===== src/sv/u2u_pkg.sv =====
// ----------------------------------------------------------------------------
// UTF-16 to UTF-8 transcoder package
// Shared constants, the command word passed from front to back, and queue
// sizing.
// ----------------------------------------------------------------------------
package u2u_pkg;

   localparam int UNIT_W     = 16;
   localparam int BYTE_W     = 8;
   localparam int CP_W       = 21;
   localparam int MAX_UNITS_W = 24;
   localparam int COUNT_W    = 25;

   localparam logic [MAX_UNITS_W-1:0] MAX_UNITS_RESET = 24'hFF_FFFF;
   localparam logic [COUNT_W-1:0]     COUNT_MAX       = 25'h1FF_FFFF;

   // Top six bits of a surrogate code unit.
   localparam logic [5:0] SURR_HIGH_TAG = 6'b110110;
   localparam logic [5:0] SURR_LOW_TAG  = 6'b110111;

   localparam logic [CP_W-1:0] SUPP_BASE = 21'h01_0000;
   localparam logic [CP_W-1:0] LIMIT_1B  = 21'h00_007F;
   localparam logic [CP_W-1:0] LIMIT_2B  = 21'h00_07FF;
   localparam logic [CP_W-1:0] LIMIT_3B  = 21'h00_FFFF;

   localparam logic [BYTE_W-1:0] LEAD_2B   = 8'hC0;
   localparam logic [BYTE_W-1:0] LEAD_3B   = 8'hE0;
   localparam logic [BYTE_W-1:0] LEAD_4B   = 8'hF0;
   localparam logic [BYTE_W-1:0] CONT_MARK = 8'h80;
   localparam logic [BYTE_W-1:0] ERR_BYTE  = 8'h00;

   // Sequence length minus one.
   localparam logic [1:0] LEN_1B = 2'd0;
   localparam logic [1:0] LEN_2B = 2'd1;
   localparam logic [1:0] LEN_3B = 2'd2;
   localparam logic [1:0] LEN_4B = 2'd3;

   localparam int QUEUE_DEPTH = 4;
   localparam int QUEUE_PTR_W = $clog2(QUEUE_DEPTH);
   localparam int QUEUE_CNT_W = $clog2(QUEUE_DEPTH + 1);

   typedef struct packed {
      logic [CP_W-1:0] cp;
      logic [1:0]      len_m1;
      logic            last;
      logic            err;
   } cmd_type;

endpackage


===== src/sv/u2u_front.sv =====
// ----------------------------------------------------------------------------
// UTF-16 to UTF-8 transcoder front end
// Accepts code units, pairs surrogates, counts units, detects malformed
// strings and issues one command per code point or error.
// ----------------------------------------------------------------------------
module u2u_front (
   input  logic                               clock,
   input  logic                               reset,
   input  logic                               accept,
   input  logic [u2u_pkg::UNIT_W-1:0]         code_unit,
   input  logic                               last_unit,
   input  logic                               csr_write_enable,
   input  logic [u2u_pkg::MAX_UNITS_W-1:0]    csr_write_data,
   output logic                               cmd_push,
   output u2u_pkg::cmd_type                   cmd
);

   logic [u2u_pkg::MAX_UNITS_W-1:0] max_units_ff, max_units_in;
   logic [9:0]                      pending_high_ff, pending_high_in;
   logic                            pending_valid_ff, pending_valid_in;
   logic [u2u_pkg::COUNT_W-1:0]     units_seen_ff, units_seen_in;
   logic                            discarding_ff, discarding_in;

   logic [u2u_pkg::COUNT_W-1:0]     count_next;
   logic                            over_limit;
   logic                            is_high;
   logic                            is_low;
   logic [u2u_pkg::CP_W-1:0]        cp;
   logic                            emit_cp;
   logic                            emit_err;

   assign is_high    = (code_unit[15:10] == u2u_pkg::SURR_HIGH_TAG);
   assign is_low     = (code_unit[15:10] == u2u_pkg::SURR_LOW_TAG);
   assign count_next = (units_seen_ff != u2u_pkg::COUNT_MAX) ?
                       units_seen_ff + u2u_pkg::COUNT_W'(1) : units_seen_ff;
   assign over_limit = (count_next > {1'b0, max_units_ff});

   always_comb begin
      max_units_in     = csr_write_enable ? csr_write_data : max_units_ff;
      pending_high_in  = pending_high_ff;
      pending_valid_in = pending_valid_ff;
      units_seen_in    = units_seen_ff;
      discarding_in    = discarding_ff;
      emit_cp          = 1'b0;
      emit_err         = 1'b0;
      cp               = {5'd0, code_unit};

      if (accept) begin
         if (discarding_ff) begin
            if (last_unit) begin
               discarding_in = 1'b0;
               units_seen_in = '0;
            end
         end else begin
            units_seen_in = count_next;
            if (over_limit) begin
               emit_err = 1'b1;
            end else if (pending_valid_ff) begin
               if (!is_low) begin
                  emit_err = 1'b1;
               end else begin
                  cp      = u2u_pkg::SUPP_BASE + {1'b0, pending_high_ff, code_unit[9:0]};
                  emit_cp = 1'b1;
               end
            end else if (is_high) begin
               if (last_unit) begin
                  emit_err = 1'b1;
               end else begin
                  pending_high_in  = code_unit[9:0];
                  pending_valid_in = 1'b1;
               end
            end else if (is_low) begin
               emit_err = 1'b1;
            end else begin
               emit_cp = 1'b1;
            end

            if (emit_cp || emit_err) begin
               pending_high_in  = '0;
               pending_valid_in = 1'b0;
            end
            if (emit_err && !last_unit) begin
               discarding_in = 1'b1;
            end
            // Any unit marked last that is not itself held ends the string.
            if (last_unit && (emit_cp || emit_err)) begin
               units_seen_in = '0;
               discarding_in = 1'b0;
            end
         end
      end
   end

   always_comb begin
      cmd.cp   = cp;
      cmd.last = last_unit;
      cmd.err  = emit_err;
      if (cp <= u2u_pkg::LIMIT_1B) begin
         cmd.len_m1 = u2u_pkg::LEN_1B;
      end else if (cp <= u2u_pkg::LIMIT_2B) begin
         cmd.len_m1 = u2u_pkg::LEN_2B;
      end else if (cp <= u2u_pkg::LIMIT_3B) begin
         cmd.len_m1 = u2u_pkg::LEN_3B;
      end else begin
         cmd.len_m1 = u2u_pkg::LEN_4B;
      end
   end

   assign cmd_push = emit_cp || emit_err;

   always_ff @(posedge clock) begin
      if (reset) begin
         max_units_ff     <= u2u_pkg::MAX_UNITS_RESET;
         pending_high_ff  <= '0;
         pending_valid_ff <= 1'b0;
         units_seen_ff    <= '0;
         discarding_ff    <= 1'b0;
      end else begin
         max_units_ff     <= max_units_in;
         pending_high_ff  <= pending_high_in;
         pending_valid_ff <= pending_valid_in;
         units_seen_ff    <= units_seen_in;
         discarding_ff    <= discarding_in;
      end
   end

endmodule


===== src/sv/u2u_queue.sv =====
// ----------------------------------------------------------------------------
// UTF-16 to UTF-8 transcoder command queue
// Short register queue that decouples the front end from the byte emitter.
// ----------------------------------------------------------------------------
module u2u_queue (
   input  logic             clock,
   input  logic             reset,
   input  logic             push,
   input  u2u_pkg::cmd_type push_cmd,
   output logic             full,
   input  logic             pop,
   output logic             head_valid,
   output u2u_pkg::cmd_type head_cmd
);

   u2u_pkg::cmd_type                  entry_ff [u2u_pkg::QUEUE_DEPTH];
   logic [u2u_pkg::QUEUE_PTR_W-1:0]   wr_ptr_ff, wr_ptr_in;
   logic [u2u_pkg::QUEUE_PTR_W-1:0]   rd_ptr_ff, rd_ptr_in;
   logic [u2u_pkg::QUEUE_CNT_W-1:0]   count_ff, count_in;
   logic                              do_push;
   logic                              do_pop;

   assign full       = (count_ff == u2u_pkg::QUEUE_CNT_W'(u2u_pkg::QUEUE_DEPTH));
   assign head_valid = (count_ff != '0);
   assign head_cmd   = entry_ff[rd_ptr_ff];
   assign do_push    = push && !full;
   assign do_pop     = pop && head_valid;

   always_comb begin
      wr_ptr_in = do_push ? wr_ptr_ff + u2u_pkg::QUEUE_PTR_W'(1) : wr_ptr_ff;
      rd_ptr_in = do_pop  ? rd_ptr_ff + u2u_pkg::QUEUE_PTR_W'(1) : rd_ptr_ff;
      count_in  = count_ff;
      if (do_push && !do_pop) begin
         count_in = count_ff + u2u_pkg::QUEUE_CNT_W'(1);
      end else if (do_pop && !do_push) begin
         count_in = count_ff - u2u_pkg::QUEUE_CNT_W'(1);
      end
   end

   always_ff @(posedge clock) begin
      if (do_push) begin
         entry_ff[wr_ptr_ff] <= push_cmd;
      end
   end

   always_ff @(posedge clock) begin
      if (reset) begin
         wr_ptr_ff <= '0;
         rd_ptr_ff <= '0;
         count_ff  <= '0;
      end else begin
         wr_ptr_ff <= wr_ptr_in;
         rd_ptr_ff <= rd_ptr_in;
         count_ff  <= count_in;
      end
   end

endmodule


===== src/sv/u2u_back.sv =====
// ----------------------------------------------------------------------------
// UTF-16 to UTF-8 transcoder back end
// Takes one command at a time and emits its UTF-8 bytes, one word per cycle
// while the output register is free or being popped, through an output register.
// ----------------------------------------------------------------------------
module u2u_back (
   input  logic                          clock,
   input  logic                          reset,
   input  logic                          cmd_valid,
   input  u2u_pkg::cmd_type              cmd,
   output logic                          cmd_pop,
   output logic                          rsp_empty,
   input  logic                          rsp_pop,
   output logic [u2u_pkg::BYTE_W-1:0]    rsp_out_byte,
   output logic                          rsp_end_of_string,
   output logic                          rsp_bad_string
);

   u2u_pkg::cmd_type              cur_ff, cur_in;
   logic                          cur_valid_ff, cur_valid_in;
   logic [1:0]                    idx_ff, idx_in;
   logic                          out_valid_ff, out_valid_in;
   logic [u2u_pkg::BYTE_W-1:0]    out_byte_ff, out_byte_in;
   logic                          out_eos_ff, out_eos_in;
   logic                          out_bad_ff, out_bad_in;

   logic                          slot_free;
   logic                          emit;
   logic                          final_word;
   logic                          done;
   logic                          load;
   logic [1:0]                    shift;
   logic [5:0]                    cont_bits;
   logic [u2u_pkg::BYTE_W-1:0]    byte_val;

   assign slot_free  = !out_valid_ff || rsp_pop;
   assign emit       = cur_valid_ff && slot_free;
   assign final_word = cur_ff.err || (idx_ff == cur_ff.len_m1);
   assign done       = emit && final_word;
   assign load       = cmd_valid && (!cur_valid_ff || done);
   assign cmd_pop    = load;

   // Continuation bytes take six bits each, highest group first.
   assign shift = cur_ff.len_m1 - idx_ff;

   always_comb begin
      unique case (shift)
         2'd0:    cont_bits = cur_ff.cp[5:0];
         2'd1:    cont_bits = cur_ff.cp[11:6];
         2'd2:    cont_bits = cur_ff.cp[17:12];
         default: cont_bits = {3'd0, cur_ff.cp[20:18]};
      endcase
   end

   always_comb begin
      if (cur_ff.err) begin
         byte_val = u2u_pkg::ERR_BYTE;
      end else if (idx_ff != 2'd0) begin
         byte_val = u2u_pkg::CONT_MARK | {2'd0, cont_bits};
      end else begin
         unique case (cur_ff.len_m1)
            u2u_pkg::LEN_1B: byte_val = {1'b0, cur_ff.cp[6:0]};
            u2u_pkg::LEN_2B: byte_val = u2u_pkg::LEAD_2B | {3'd0, cur_ff.cp[10:6]};
            u2u_pkg::LEN_3B: byte_val = u2u_pkg::LEAD_3B | {4'd0, cur_ff.cp[15:12]};
            default:         byte_val = u2u_pkg::LEAD_4B | {5'd0, cur_ff.cp[20:18]};
         endcase
      end
   end

   // An error word always closes the string for the consumer.
   always_comb begin
      cur_in       = load ? cmd : cur_ff;
      cur_valid_in = load ? 1'b1 : (done ? 1'b0 : cur_valid_ff);
      idx_in       = (load || done) ? 2'd0 : (emit ? idx_ff + 2'd1 : idx_ff);
      out_valid_in = emit ? 1'b1 : (rsp_pop ? 1'b0 : out_valid_ff);
      out_byte_in  = emit ? byte_val : out_byte_ff;
      out_eos_in   = emit ? ((cur_ff.last || cur_ff.err) && final_word) : out_eos_ff;
      out_bad_in   = emit ? cur_ff.err : out_bad_ff;
   end

   always_ff @(posedge clock) begin
      cur_ff      <= cur_in;
      idx_ff      <= idx_in;
      out_byte_ff <= out_byte_in;
      out_eos_ff  <= out_eos_in;
      out_bad_ff  <= out_bad_in;
   end

   always_ff @(posedge clock) begin
      if (reset) begin
         cur_valid_ff <= 1'b0;
         out_valid_ff <= 1'b0;
      end else begin
         cur_valid_ff <= cur_valid_in;
         out_valid_ff <= out_valid_in;
      end
   end

   assign rsp_empty         = !out_valid_ff;
   assign rsp_out_byte      = out_byte_ff;
   assign rsp_end_of_string = out_eos_ff;
   assign rsp_bad_string    = out_bad_ff;

endmodule


===== src/sv/utf16_to_utf8_transcoder.sv =====
// ----------------------------------------------------------------------------
// UTF-16 to UTF-8 transcoder
// Converts a stream of UTF-16 code units into UTF-8 bytes, one byte per word.
// ----------------------------------------------------------------------------
// Each pushed word is one UTF-16 code unit, with req_last_unit marking the end
// of a string. Every code point leaves as one to four byte words; the last
// byte of a string carries rsp_end_of_string. A malformed string (unpaired or
// lone surrogate, or more units than csr_write_data last set as the limit)
// ends in one word with rsp_bad_string and rsp_end_of_string set and a zero
// byte; the rest of that string is swallowed and the consumer should drop the
// bytes it already received for it. The front end takes one unit per cycle
// into a four-entry command queue while req_full is low; the back end sends
// one byte per cycle while the consumer pops, so the sustained rate is set by
// the output: ASCII gives one byte, a unit up to 0x7FF two, a basic-plane
// unit above 0x7FF three and a surrogate pair four. Write the limit only while the block is idle.
// ----------------------------------------------------------------------------
module utf16_to_utf8_transcoder (
   input  logic                               clock,
   input  logic                               reset,
   input  logic                               req_push,
   output logic                               req_full,
   input  logic [u2u_pkg::UNIT_W-1:0]         req_code_unit,
   input  logic                               req_last_unit,
   output logic                               rsp_empty,
   input  logic                               rsp_pop,
   output logic [u2u_pkg::BYTE_W-1:0]         rsp_out_byte,
   output logic                               rsp_end_of_string,
   output logic                               rsp_bad_string,
   input  logic                               csr_write_enable,
   input  logic [u2u_pkg::MAX_UNITS_W-1:0]    csr_write_data
);

   logic             accept;
   logic             cmd_push;
   u2u_pkg::cmd_type cmd;
   logic             head_valid;
   u2u_pkg::cmd_type head_cmd;
   logic             head_pop;

   assign accept = req_push && !req_full;

   u2u_front u_front (
      .clock            (clock),
      .reset            (reset),
      .accept           (accept),
      .code_unit        (req_code_unit),
      .last_unit        (req_last_unit),
      .csr_write_enable (csr_write_enable),
      .csr_write_data   (csr_write_data),
      .cmd_push         (cmd_push),
      .cmd              (cmd)
   );

   u2u_queue u_queue (
      .clock      (clock),
      .reset      (reset),
      .push       (cmd_push),
      .push_cmd   (cmd),
      .full       (req_full),
      .pop        (head_pop),
      .head_valid (head_valid),
      .head_cmd   (head_cmd)
   );

   u2u_back u_back (
      .clock             (clock),
      .reset             (reset),
      .cmd_valid         (head_valid),
      .cmd               (head_cmd),
      .cmd_pop           (head_pop),
      .rsp_empty         (rsp_empty),
      .rsp_pop           (rsp_pop),
      .rsp_out_byte      (rsp_out_byte),
      .rsp_end_of_string (rsp_end_of_string),
      .rsp_bad_string    (rsp_bad_string)
   );

endmodule


===== config.mk =====
export PLATFORM = sky130hd
export DESIGN_NAME = utf16_to_utf8_transcoder
export DESIGN_NICKNAME = d
export VERILOG_FILES = /design/src/sv/u2u_pkg.sv /design/src/sv/u2u_front.sv /design/src/sv/u2u_queue.sv /design/src/sv/u2u_back.sv /design/src/sv/utf16_to_utf8_transcoder.sv
export SDC_FILE = /design/constraint.sdc
export NUM_CORES = 1
export LEC_CHECK = 0
export BUFFER_PORTS_ARGS = -buffer_cell sky130_fd_sc_hd__buf_4
export CAP_MARGIN = 15
export CORE_MARGIN = 4
export CORE_UTILIZATION = 45
export DETAILED_ROUTE_END_ITERATION = 6
export PLACE_DENSITY = 0.66
export SYNTH_ARGS = -nofsm -noshare
export SYNTH_HDL_FRONTEND = slang
export SYNTH_SLANG_ARGS = --single-unit

===== constraint.sdc =====
create_clock -name clock -period 12.1 [get_ports clock]
set_clock_uncertainty 0.2 [all_clocks]
set_input_delay 0.605 -clock clock [delete_from_list [all_inputs] [get_ports clock]]
set_output_delay 0.605 -clock clock [all_outputs]
set_load 0.05 [all_outputs]

# [After elaboration in Yosys (flattened, before gate mapping)]
# Memories as Yosys holds them, arrays and structs flattened. A register that Yosys moved wholly into a read port is not among the register bits.
# Cells that the tools add are included.
[totals] mem_bits_rw=100 output_inout_bits=12 n_memories=1 input_bits=46 wordCells=131 regBits=82
[mem_list] name="u_queue.entry_ff" depth=4 word_bits=25 rd=1 rd_clocked_by_memory_dff=1 write_ports=1 line_no="u2u_queue.sv:16" source="u2u_pkg::cmd_type entry_ff [u2u_pkg::QUEUE_DEPTH];"
[classes] magnitude_cmp=4 bitwise=1 add_sub_neg=8 mux=53 n_reduce_logical=36 eq_ne=13
[op_table] operator="$mux 21" n=5
[op_table] operator="$mux 25" n=4
[op_table] operator="$mux 10" n=5
[op_table] operator="$mux 1" n=32
[op_table] operator="$add 25x1->25 const B" n=1
[op_table] operator="$gt 25x24->1" n=1
[op_table] operator="$ne 25x25->1 const B" n=1
[op_table] operator="$pmux 8 s3" n=1
[op_table] operator="$add 17x20->21 const A" n=1
[op_table] operator="$le 21x11->1 const B" n=1
[op_table] operator="$le 21x16->1 const B" n=1
[op_table] operator="$le 21x7->1 const B" n=1
[op_table] operator="$pmux 6 s3" n=1
[op_table] operator="$eq 6x6->1 const B" n=2
[op_table] operator="$logic_and 1x1->1" n=11
[op_table] operator="$reduce_bool 2->1" n=5
[op_table] operator="$mux 8" n=1
[op_table] operator="$logic_or 1x1->1" n=7
[op_table] operator="$add 2x1->2 const B" n=3
[op_table] operator="$logic_not 1->1" n=6
[op_table] operator="$mux 3" n=2
[op_table] operator="$ne 2x2->1 const B" n=3
[op_table] operator="$reduce_and 6->1" n=1
[op_table] operator="$eq 2x1->1 const B" n=2
[op_table] operator="14 further kinds" n=17

# [Depth between registers and ports, before layout]
# Gate-level depths: netlist of the first run.
[logic_depth] depth_word=15 mapped_depth=20 mapped_depth_nobuf=19

# [Modules after synthesis]
# A second synthesis of the first run with hierarchy kept.
[unflattened] cells_unflattened=770 hier_area_um2=9594.2
[modules_own_cells] module="u2u_queue" area_per_inst_um2=4120.2 instances=1 cells_per_inst=179 seq_area_each_um2=3183.1
[modules_own_cells] module="u2u_front" area_per_inst_um2=3763.6 instances=1 cells_per_inst=475 seq_area_each_um2=1221.2
[modules_own_cells] module="u2u_back" area_per_inst_um2=1696.6 instances=1 cells_per_inst=115 seq_area_each_um2=1131.1
[modules_own_cells] module="utf16_to_utf8_transcoder" area_per_inst_um2=13.8 instances=1 cells_per_inst=1 seq_area_each_um2=0.0

# [Least setup slack after synthesis of the first run]
# No wires, ideal clock.
[synth_timing] kind="reg-to-reg" startpoint="register u_front.units_seen_ff[0] in the netlist's numbering" endpoint="register u_queue.count_ff[2] in the netlist's numbering" arrival_ps=4600 path_stages_with_launch=21 setup_ps=71 required_time_ps=11829 setup_slack_ps=7230 period_less_slack_ps=4870 path_buffers=1 cell_sequence="dfxtp_1 -> ha_1 -> and2_1 -> and4bb_2 -> and4_1 -> buf_2 -> nor3_2 -> nand2_1 -> xnor2_1 -> ha_1 -> nand4_1 -> nor4_1 -> o31ai_1 -> and3_1 -> a211oi_2 -> ha_1 -> inv_1 -> fa_1 -> xor2_1 -> or3_1 -> a21oi_1"
[synth_between] elab_chain_len=13 elab_cells_between_ends=21 classes_between="add/sub (1); order compare (1); eq/ne (1); mux (12); reduce/logical (6)"
[synth_lines] element="start: declaration" line_no="u2u_front.sv:21" source="logic [u2u_pkg::COUNT_W-1:0] units_seen_ff, units_seen_in;"
[synth_lines] element="start signal: assignment" line_no="u2u_front.sv:122" source="units_seen_ff <= units_seen_in;"
[synth_lines] element="$add 25x1->25 or $ne 25x25->1 (tied branches)" line_no="u2u_front.sv:35, u2u_front.sv:34"
[synth_lines] element="$mux 25 (*)" line_no="u2u_front.sv:34" source="assign count_next = (units_seen_ff != u2u_pkg::COUNT_MAX) ?"
[synth_lines] element="$gt 25x24->1 (*)" line_no="u2u_front.sv:36" source="assign over_limit = (count_next > {1'b0, max_units_ff});"
[synth_lines] element="$mux 1" line_no="u2u_front.sv:56" source="if (over_limit) begin"
[synth_lines] element="$mux 1" line_no="u2u_front.sv:49" source="if (discarding_ff) begin"
[synth_lines] element="$mux 1" line_no="u2u_front.sv:48" source="if (accept) begin"
[synth_lines] element="$mux 1" line_no="u2u_front.sv:49"
[synth_lines] element="$mux 1" line_no="u2u_front.sv:48"
[synth_lines] element="$logic_or 1x1->1 (*)" line_no="u2u_front.sv:109" source="assign cmd_push = emit_cp || emit_err;"
[synth_lines] element="$logic_and 1x1->1 (*)" line_no="u2u_queue.sv:26" source="assign do_push = push && !full;"
[synth_lines] element="via u_queue.do_push" line_no="u2u_queue.sv:20" source="logic do_push;"
[synth_lines] element="$logic_not 1->1" line_no="u2u_queue.sv:35" source="end else if (do_pop && !do_push) begin"
[synth_lines] element="$logic_and 1x1->1" line_no="u2u_queue.sv:35"
[synth_lines] element="$reduce_bool 2->1 (no line)"
[synth_lines] element="end signal: assignment" line_no="u2u_queue.sv:54" source="count_ff <= count_in;"
[synth_lines] element="end: declaration" line_no="u2u_queue.sv:19" source="logic [u2u_pkg::QUEUE_CNT_W-1:0] count_ff, count_in;"
# Mark *: on every way through the listed nets, which the timed path passes. The rest lies on a longest branch. The select of a mux whose other input is x is not followed.
# A chain may end at the register's enable or synchronous reset.

# [Final worst setup path of the first run]
# Ends and elaborated chain as after synthesis.

==> impl_metrics.json, run 1 <==
{
  "cts_buffers": 22,
  "leakagePower_nw": 4.12,
  "cp_num_cells": 19,
  "dr.pass1.iters": 5,
  "synth_flop_cell": "edfxtp_1",
  "grt_use_total_pct": 16.2,
  "core_sq_mm": 0.0204,
  "drt_iter0_drc": 445,
  "finalHoldWorstSlack_ns": 0.124,
  "final_common_cell": "edfxtp_1",
  "slew_headroom_pct": 25.3,
  "fmax_ghz": 0.175,
  "postCtsSetupBuffers": 0,
  "layout-drive-gt1-share_pct": 17.9,
  "finalWirelength_mm": 18.9,
  "r2r_slack_ns": 6.38,
  "vdd_drop_max_mv": 0.102,
  "htreeDepth": 1,
  "cts_tree": "built",
  "r2r_start": "u_front.units_seen_ff[0]",
  "criticalPathCategory": "flop to flop",
  "initial_utilization_pct": 46.1,
  "syn_area_sq_mm": 0.00938,
  "synth-seq-cells": 207,
  "globalRouteOverflowTotal": 0,
  "num_vias": 6097,
  "rows": 52,
  "status": "complete, no violations",
  "portBuffers": 57,
  "die_h_um": 152,
  "antenna_found_initial": 0,
  "period_needed_ns": 5.72,
  "area_growth_pct": 15.0,
  "startpoint_type": "flop",
  "min_from": "req_code_unit[2]",
  "powerDensity_mw_per_mm2": 197,
  "cts_resized": 0,
  "cp_top_family": "simple AND/OR/NAND/NOR gates",
  "required_ns": 12.33,
  "clockBufferDepth": 3,
  "slew_viol_final": 0,
  "synth_cell_types": 66,
  "finalCritPeriodShare_pct": 47.3,
  "fin_setup_tns_ns": 0,
  "regArea_sq_mm": 0.00550,
  "cts.reportedPaths.clkPinSlew_ns": 0.06,
  "synth_edf_count": 135,
  "dpl.hpwl_mm": 13.4,
  "avgRoutedWirePerCell_um": 17.6,
  "cp_slowest_stage_delay_ns": 0.60,
  "grt_max_degree": 48,
  "cts_hold_buf": 0,
  "fp.dieW_um": 152,
  "hold_path_end": "u_queue.entry_ff[3][6]",
  "pre_cts_ws_ns": 6.43,
  "first_global_vias": 6001,
  "yosysSeqAreaShare_pct": 58.6,
  "grt_pass1_wl_mm": 31.2,
  "async_reset_ff_share_pct": 0,
  "clock-root-buffer": "clkbuf_16",
  "gp_congestion": 0.928,
  "r2r_end": "u_queue.count_ff[2]",
  "hold_viol_final": 0,
  "crit_buf_inv": 1,
  "min_path_type": "primary input to flop",
  "cts.sinks": 207,
  "arrival_ns": 5.95,
  "finalNonFillerCells": 1074,
  "multi_input_area_sq_mm": 0.00360,
  "avgSynthCellArea_sq_um": 12.8,
  "crit_chain": "ha_1 > and2_1 > and4bb_2 > and4_1 > nor3_2 > nand2_1 > xnor2_1 > ha_1 > nand4_1 > nor4_1 > o31ai_1 > and3_1 > a211oi_2 > ha_1 > inv_1 > fa_1 > xor2_1 > or3_1 > a21oi_1",
  "finalSetupViolCount": 0,
  "syn_inst": 732,
  "yosysWarnings": 0,
  "viasPerCell": 5.68,
  "critical_path.most_common_cell": "ha_1",
  "dieArea_sq_mm": 0.0232,
  "drc": 0,
  "cp_slowest_cell": "nor4_1",
  "fillers": 1708,
  "min_path_cells": 1,
  "end_kind": "flop",
  "numPlacedInstances": 1035,
  "layout_common_cells": "135 x edfxtp_1, 71 x dfxtp_1, 66 x nand2_1",
  "grt_setup_unrepaired": "no",
  "clock_latency_ns": 0.50,
  "synth_nets": 817,
  "drv_cap": 0,
  "tightest_slew_ns": 1.12,
  "setup_slack_ns": 6.38,
  "reg2reg_depth": 19,
  "worst-path-max-fanout": 8,
  "ant_nets": 0,
  "nets": 874,
  "antenna_cells": 0,
  "io_pins": 58
}
[registers in the layout (all words and copies together) (netlist names), 2 cells and up]
register                 cells
u_queue.entry_ff           100
u_back.cur_ff               25
u_front.units_seen_ff       25
u_front.max_units_ff        24
u_front.pending_high_ff     10
u_back.rsp_out_byte          8
u_queue.count_ff             3
u_back.idx_ff                2
u_queue.rd_ptr_ff            2
u_queue.wr_ptr_ff            2
[how the worst max path moves through the flow]
stage | startpoint | to | slack, ns
2_1_floorplan | u_front.units_seen_ff[0] | u_queue.count_ff[2] | 7.23
3_3_place_gp | u_front.units_seen_ff[0] | u_queue.count_ff[2] | 6.64
3_5_place_dp | u_front.units_seen_ff[0] | u_queue.count_ff[2] | 6.43
4_1_cts | u_front.units_seen_ff[0] | u_queue.count_ff[2] | 6.39
5_1_grt | u_front.units_seen_ff[0] | u_queue.count_ff[2] | 6.01
6_report | u_front.units_seen_ff[0] | u_queue.count_ff[2] | 6.38
[where the power goes]
part           switching (mW)  internal (mW)  total, mW  leakage (nW)
clock network           0.256          0.397      0.653         0.346
logic                   0.292          0.214      0.506          1.91
registers              0.0684          0.900      0.969          1.86
total                   0.616           1.51       2.13          4.12
[routing by layer]
metal  global-route usage, %  share of wire [%]  vias to the layer above  wire [um]
li1                        -                  -                     2890          -
met1                    22.3                 45                     3009       8510
met2                    26.5                 47                      159       8930
met3                    2.95                5.3                       39       1010
met4                    4.49                2.4                        0        446
met5                       0                  0                        -          0
[area by class of cell]
class | instances | area share (%)
inverter | 41 | 1.43
clock inverter | 8 | 0.939
clock buffer | 31 | 5.69
timing repair buffer | 65 | 4.52
multi-input combinational | 452 | 33.4
sequential | 207 | 50.9
tap | 270 | 3.13
[logic make-up (layout without fill, tap and decap cells)]
group,count (synthesis),after routing,synth area share [%]
muxes,45,45,8.71
adders and majority gates,39,39,5.28
DFF,207,207,58.6
and+or+nand+nor,186,186,9.88
AOI/OAI and AO/OA,151,151,11.6
xor gates and xnor gates,31,31,2.89
buffers and inverters,73,145,3.08
[metrics by stage]
step                      power (mW)  util (%)  area, sq um
after global routing            2.24      53.0        10800
after global placement          1.47      49.5        10100
after detailed placement        1.49      49.5        10100
final                           2.13      53.0        10800
after floorplan                 1.34         -         9380
after CTS                       2.15      53.0        10800
[cell usage after synthesis, drive strengths merged, types with 5 or more instances]
library cell  instances  area, sq um
xnor2                19          166
mux4                 28          631
o31ai                 7         52.6
nand3                16         85.1
o211ai               23          173
a21oi                29          145
nand2b                5         31.3
o21ai                23          115
mux2                  7         86.3
a211oi                6         50.1
inv                  41          154
a41oi                 5         43.8
nand2                66          248
clkbuf               23         86.3
or3                   5         31.3
edfxtp              135         4050
buf                   9         48.8
nor3                  9         50.1
ha                   38          475
and2                  7         43.8
xor2                 12          105
nor2                 36          135
and3                 11         68.8
mux2i                10          100
a31oi                10         62.6
a22o                 17          149
nand4                10         62.6
dfxtp                72         1440
[worst register-to-register path, delay by kind of cell, from the launching register on]
family | cells | cell delay [ns]
adders and majority gates | 4 | 1.22
DFF | 1 | 0.37
and+or+nand+nor | 9 | 2.63
buffers and inverters | 1 | 0.07
AOI/OAI and AO/OA | 3 | 0.83
xor gates and xnor gates | 2 | 0.34
Note: power is estimated with default switching activity, not from simulation.
==> inputs of run 2 (changes only) <==
Settings changed: PLACE_DENSITY 0.66 to 0.68.
Clock period 12.1 ns to 5 ns, I/O delays scaled along.
==> impl_metrics.json, run 2 (synthesis gave the netlist of run 1 again) <==
{
  "status": "complete, no violations",
  "cts_buffers": 23,
  "finalCritPeriodShare_pct": 94.8,
  "powerDensity_mw_per_mm2": 468,
  "finalWirelength_mm": 19.8,
  "portBuffers": 57,
  "viasPerCell": 5.43,
  "grt_use_met1_pct": 23.9,
  "largest_reg_flops": 100,
  "period_needed_ns": 4.74,
  "io_pins": 58,
  "r2r_slack_ns": 0.26,
  "drt_iter0_drc": 398,
  "clock_latency_ns": 0.50,
  "top_register": "u_queue.entry_ff",
  "slew_viol_final": 0,
  "initial_utilization_pct": 46.1,
  "final_common_cell": "edfxtp_1",
  "finalSetupViolCount": 0,
  "top_usage_layer": "met2",
  "avgRoutedWirePerCell_um": 17.5,
  "drv_cap": 0,
  "tightest_slew_ns": 0.996,
  "rows": 52,
  "slew_headroom_pct": 33.4,
  "antenna_cells": 0,
  "largestRegisters": "u_queue.entry_ff: 100 flops, u_back.cur_ff: 25 flops, u_front.units_seen_ff: 25 flops",
  "cts_tree": "built",
  "fp.dieW_um": 152,
  "clock-root-buffer": "clkbuf_16",
  "nets": 928,
  "globalRouteOverflowTotal": 0,
  "postCtsSetupBuffers": 0,
  "worst-path-max-fanout": 7,
  "use_met2_pct": 28.0,
  "grt_use_total_pct": 17.2,
  "cts.reportedPaths.clkPinSlew_ns": 0.06,
  "startpoint_type": "flop",
  "core_sq_mm": 0.0204,
  "met3_usage_pct": 2.70,
  "dr.pass1.iters": 5,
  "dieArea_sq_mm": 0.0232,
  "layout_common_cells": "135 x edfxtp_1, 72 x buf_4, 70 x dfxtp_1",
  "vdd_drop_max_mv": 0.281,
  "leakagePower_nw": 4.44,
  "dpl.hpwl_mm": 13.6,
  "clockBufferDepth": 3,
  "p_total_mw": 5.38,
  "drc": 0,
  "htreeDepth": 1,
  "end_kind": "flop",
  "min_path_type": "primary input to flop",
  "gp_congestion": 0.868,
  "arrival_ns": 4.97,
  "cts.sinks": 207,
  "ant_nets": 0,
  "area_growth_pct": 22.4,
  "fin_setup_tns_ns": 0,
  "hold_viol_final": 0,
  "die_h_um": 152,
  "first_global_vias": 6307,
  "grt_pass1_wl_mm": 33.1,
  "grt_max_degree": 48,
  "required_ns": 5.23,
  "fillers": 1619,
  "num_vias": 6134,
  "fmax_ghz": 0.211,
  "antenna_found_initial": 0,
  "layout-drive-gt1-share_pct": 19.5,
  "criticalPathCategory": "flop to flop"
}
## run 2: repair_timing
action | CTS | global route
hold buffers | 43 | 0
resized for setup | 0 | 11
hold endpoints to repair | 117 | 0
endpoints found under the setup margin | 0 | 26
## run 2: cell type report
| cell class | instances | area, sq um | share of cell area (%) |
|---|---|---|---|
| Clock buffer | 27 | 601 | 5.23 |
| Clock inverter | 15 | 205 | 1.79 |
| Inverter | 41 | 154 | 1.34 |
| Multi-Input combinational cell | 452 | 3660 | 31.9 |
| Sequential cell | 207 | 5500 | 47.9 |
| Tap cell | 270 | 338 | 2.94 |
| Timing Repair Buffer | 118 | 1030 | 8.98 |
## run 2: critical path, cell delays in order (launching register included)
cell and delay (ns):
dfxtp_1 0.42, nand4_1 0.30, nor2_1 0.42, and4_1 0.29, buf_4 0.17, nor3_2 0.06, xor2_1 0.16, ha_1 0.31
nand2_1 0.08, nor4_2 0.28, buf_4 0.16, o31ai_1 0.08, and3_1 0.18, a211oi_2 0.26, ha_1 0.22, inv_1 0.06
fa_1 0.37, xor2_1 0.17, or3_1 0.30, a21oi_1 0.14
## run 2: metal layers
layer	part of all wire, %	up-vias
met5	0	-
met4	2.7	0
met3	4.8	39
met2	47	157
met1	45	2928
li1	-	3010
## run 2: per-stage QoR
| stage | worst slack (ns) | hold WS [ns] | std cells | utilization (%) | cell area (sq um) |
|---|---|---|---|---|---|
| after CTS | 0.0538 | 0.00297 | 1130 | 56.1 | 11400 |
| after global placement | 0.195 | 0.248 | 1045 | 50.0 | 10200 |
| final | 0.261 | 0.0207 | 1130 | 56.4 | 11500 |
| after global routing | -0.0186 | 0.0394 | 1130 | 56.4 | 11500 |
| after detailed placement | 0.0924 | 0.256 | 1045 | 50.0 | 10200 |
| after floorplan | 0.130 | 0.149 | 732 | - | 9380 |
## run 2: final timing paths
kind                                                 from                  endpoint  cells after the start
worst min register to register        u_back.cur_valid_ff       u_back.out_valid_ff                      2
worst max-delay path            u_front.units_seen_ff[11]       u_queue.count_ff[2]                     19
worst max register to register  u_front.units_seen_ff[11]       u_queue.count_ff[2]                     19
worst min-delay path                     csr_write_enable  u_front.max_units_ff[21]                      3
## run 2: where the power goes
| group | switching, mW | leakage, nW | internal [mW] |
|---|---|---|---|
| combinational | 0.708 | 2.18 | 0.549 |
| clock | 0.652 | 0.400 | 1.12 |
| sequential | 0.170 | 1.86 | 2.18 |
| total | 1.53 | 4.44 | 3.85 |
==> inputs of run 3 (changes only) <==
Settings changed: BUFFER_PORTS_ARGS -buffer_cell sky130_fd_sc_hd__buf_4 to -buffer_cell sky130_fd_sc_hd__buf_2, CTS_BUF_LIST set to sky130_fd_sc_hd__clkbuf_4.
==> impl_metrics.json, run 3 (synthesis gave the netlist of run 1 again) <==
{
  "clockBufferDepth": 3,
  "fp.dieW_um": 152,
  "nets": 1004,
  "layout-drive-gt1-share_pct": 23.5,
  "layout_common_cells": "135 x edfxtp_1, 85 x dlygate4sd3_1, 78 x clkbuf_4",
  "avgRoutedWirePerCell_um": 17.3,
  "powerDensity_mw_per_mm2": 436,
  "min_path_type": "primary input to flop",
  "finalNonFillerCells": 1233,
  "area_growth_pct": 25.1,
  "antenna_found_initial": 2,
  "leakagePower_nw": 4.55,
  "initial_utilization_pct": 46.1,
  "grt_max_degree": 48,
  "io_pins": 58,
  "viasPerCell": 5.41,
  "regArea_sq_mm": 0.00550,
  "grt_use_total_pct": 18.3,
  "final_area_sq_mm": 0.0117,
  "arrival_ns": 5.11,
  "dieArea_sq_mm": 0.0232,
  "grt_pass1_wl_mm": 34.5,
  "core_sq_mm": 0.0204,
  "multi_input_area_sq_mm": 0.00368,
  "num_vias": 6667,
  "end_kind": "flop",
  "ant_nets": 0,
  "final_common_cell": "edfxtp_1",
  "criticalPathCategory": "flop to flop",
  "numPlacedInstances": 1045,
  "cts.sinks": 207,
  "globalRouteOverflowTotal": 0,
  "finalCritPeriodShare_pct": 95.1,
  "drc": 0,
  "fin_setup_tns_ns": 0,
  "p_clk_share_pct": 29.4,
  "startpoint_type": "flop",
  "finalWirelength_mm": 21.4,
  "slew_headroom_pct": 29.9,
  "slew_viol_final": 0,
  "pwr-share-comb_pct": 24.7,
  "top_register": "u_queue.entry_ff",
  "tightest_slew_ns": 1.05,
  "gp_congestion": 0.889,
  "power_frac_seq_pct": 45.9,
  "dpl.hpwl_mm": 13.2,
  "period_needed_ns": 4.75,
  "required_ns": 5.35,
  "clock_latency_ns": 0.67,
  "rows": 52,
  "post-route-util_pct": 57.6,
  "largest_reg_flops": 100,
  "first_global_vias": 6763,
  "drt_iter0_drc": 402,
  "clock-root-buffer": "clkbuf_4",
  "worst-path-max-fanout": 7,
  "hold_viol_final": 0,
  "htreeDepth": 2,
  "fmax_ghz": 0.210,
  "cts.reportedPaths.clkPinSlew_ns": 0.07,
  "status": "complete, no violations",
  "p_int_mw": 3.55,
  "p_sw_mw": 1.57,
  "postPlaceCellArea_sq_mm": 0.0100,
  "largestRegisters": "u_queue.entry_ff: 100 flops, u_back.cur_ff: 25 flops, u_front.units_seen_ff: 25 flops",
  "cts_buffers": 53,
  "drv_cap": 0,
  "dr.pass1.iters": 7,
  "portBuffers": 57,
  "finalSetupViolCount": 0,
  "fillers": 1622,
  "vdd_drop_max_mv": 0.182,
  "cts_tree": "built",
  "die_h_um": 152,
  "p_sw_share_pct": 30.7
}
run 3: layer usage:
layer  vias to the layer above  GRT usage [%]  wire length, um
li1                       3199              -                -
met1                      3207           23.9             9200
met2                       215           29.9            10400
met3                        46           4.09             1180
met4                         0           7.23              569
met5                         -              0                0
run 3: power by group through the flow:
| stage | logic (mW) | clock network (mW) | registers, mW |
|---|---|---|---|
| 2_1_floorplan | 0.829 | 0 | 2.41 |
| 3_3_place_gp | 1.19 | 0 | 2.38 |
| 3_5_place_dp | 1.20 | 0 | 2.39 |
| 4_1_cts | 1.26 | 1.54 | 2.35 |
| 5_1_grt | 1.38 | 1.65 | 2.38 |
| 6_report | 1.26 | 1.51 | 2.35 |
run 3: what timing repair did:
item	in CTS	in global routing
endpoints found under the setup margin	1	2
pin swaps	0	7
hold endpoints to repair	128	0
buffers inserted	0	4
gates resized for setup	1	18
hold buffers	85	0
run 3: worst paths after layout:
kind | start | endpoint | slack, ns | depth (start not counted)
max reg2reg | u_front.units_seen_ff[13] | u_queue.count_ff[2] | 0.25 | 19
min reg2reg | u_back.cur_valid_ff | u_back.out_valid_ff | 0.25 | 2
min | csr_write_enable | u_front.max_units_ff[1] | 0.08 | 3
max | u_front.units_seen_ff[13] | u_queue.count_ff[2] | 0.25 | 19
run 3: critical path: stages, from the launching register on:
cell      delay, ns
dfxtp_1        0.47
nand4_1        0.29
nor2_2         0.30
and4_1         0.28
buf_4          0.19
nor3_4         0.06
xor2_2         0.19
ha_1           0.32
nand2_1        0.09
nor4_2         0.27
buf_4          0.16
o31ai_1        0.09
and3_1         0.19
a211oi_2       0.26
ha_2           0.24
inv_1          0.05
fa_1           0.37
xor2_1         0.17
or3_1          0.30
a21oi_1        0.13
run 3: per-stage QoR:
stage | hold WS [ns] | setup slack [ns] | total power [mW]
finish | 0.0837 | 0.247 | 5.12
floorplan | 0.149 | 0.130 | 3.24
global route | 0.0760 | -0.0142 | 5.41
global placement | 0.249 | 0.191 | 3.57
CTS | 0.00391 | 0.0904 | 5.16
detailed placement | 0.252 | 0.0657 | 3.59
run 3: area by class of cell:
| type | instances | share of cell area (%) |
|---|---|---|
| clock buffer | 78 | 4.99 |
| antenna | 2 | 0.0426 |
| clock inverter | 19 | 1.13 |
| sequential | 207 | 46.9 |
| multi-input combinational | 452 | 31.4 |
| inverter | 41 | 1.31 |
| timing repair buffer | 164 | 11.4 |
| tap | 270 | 2.88 |
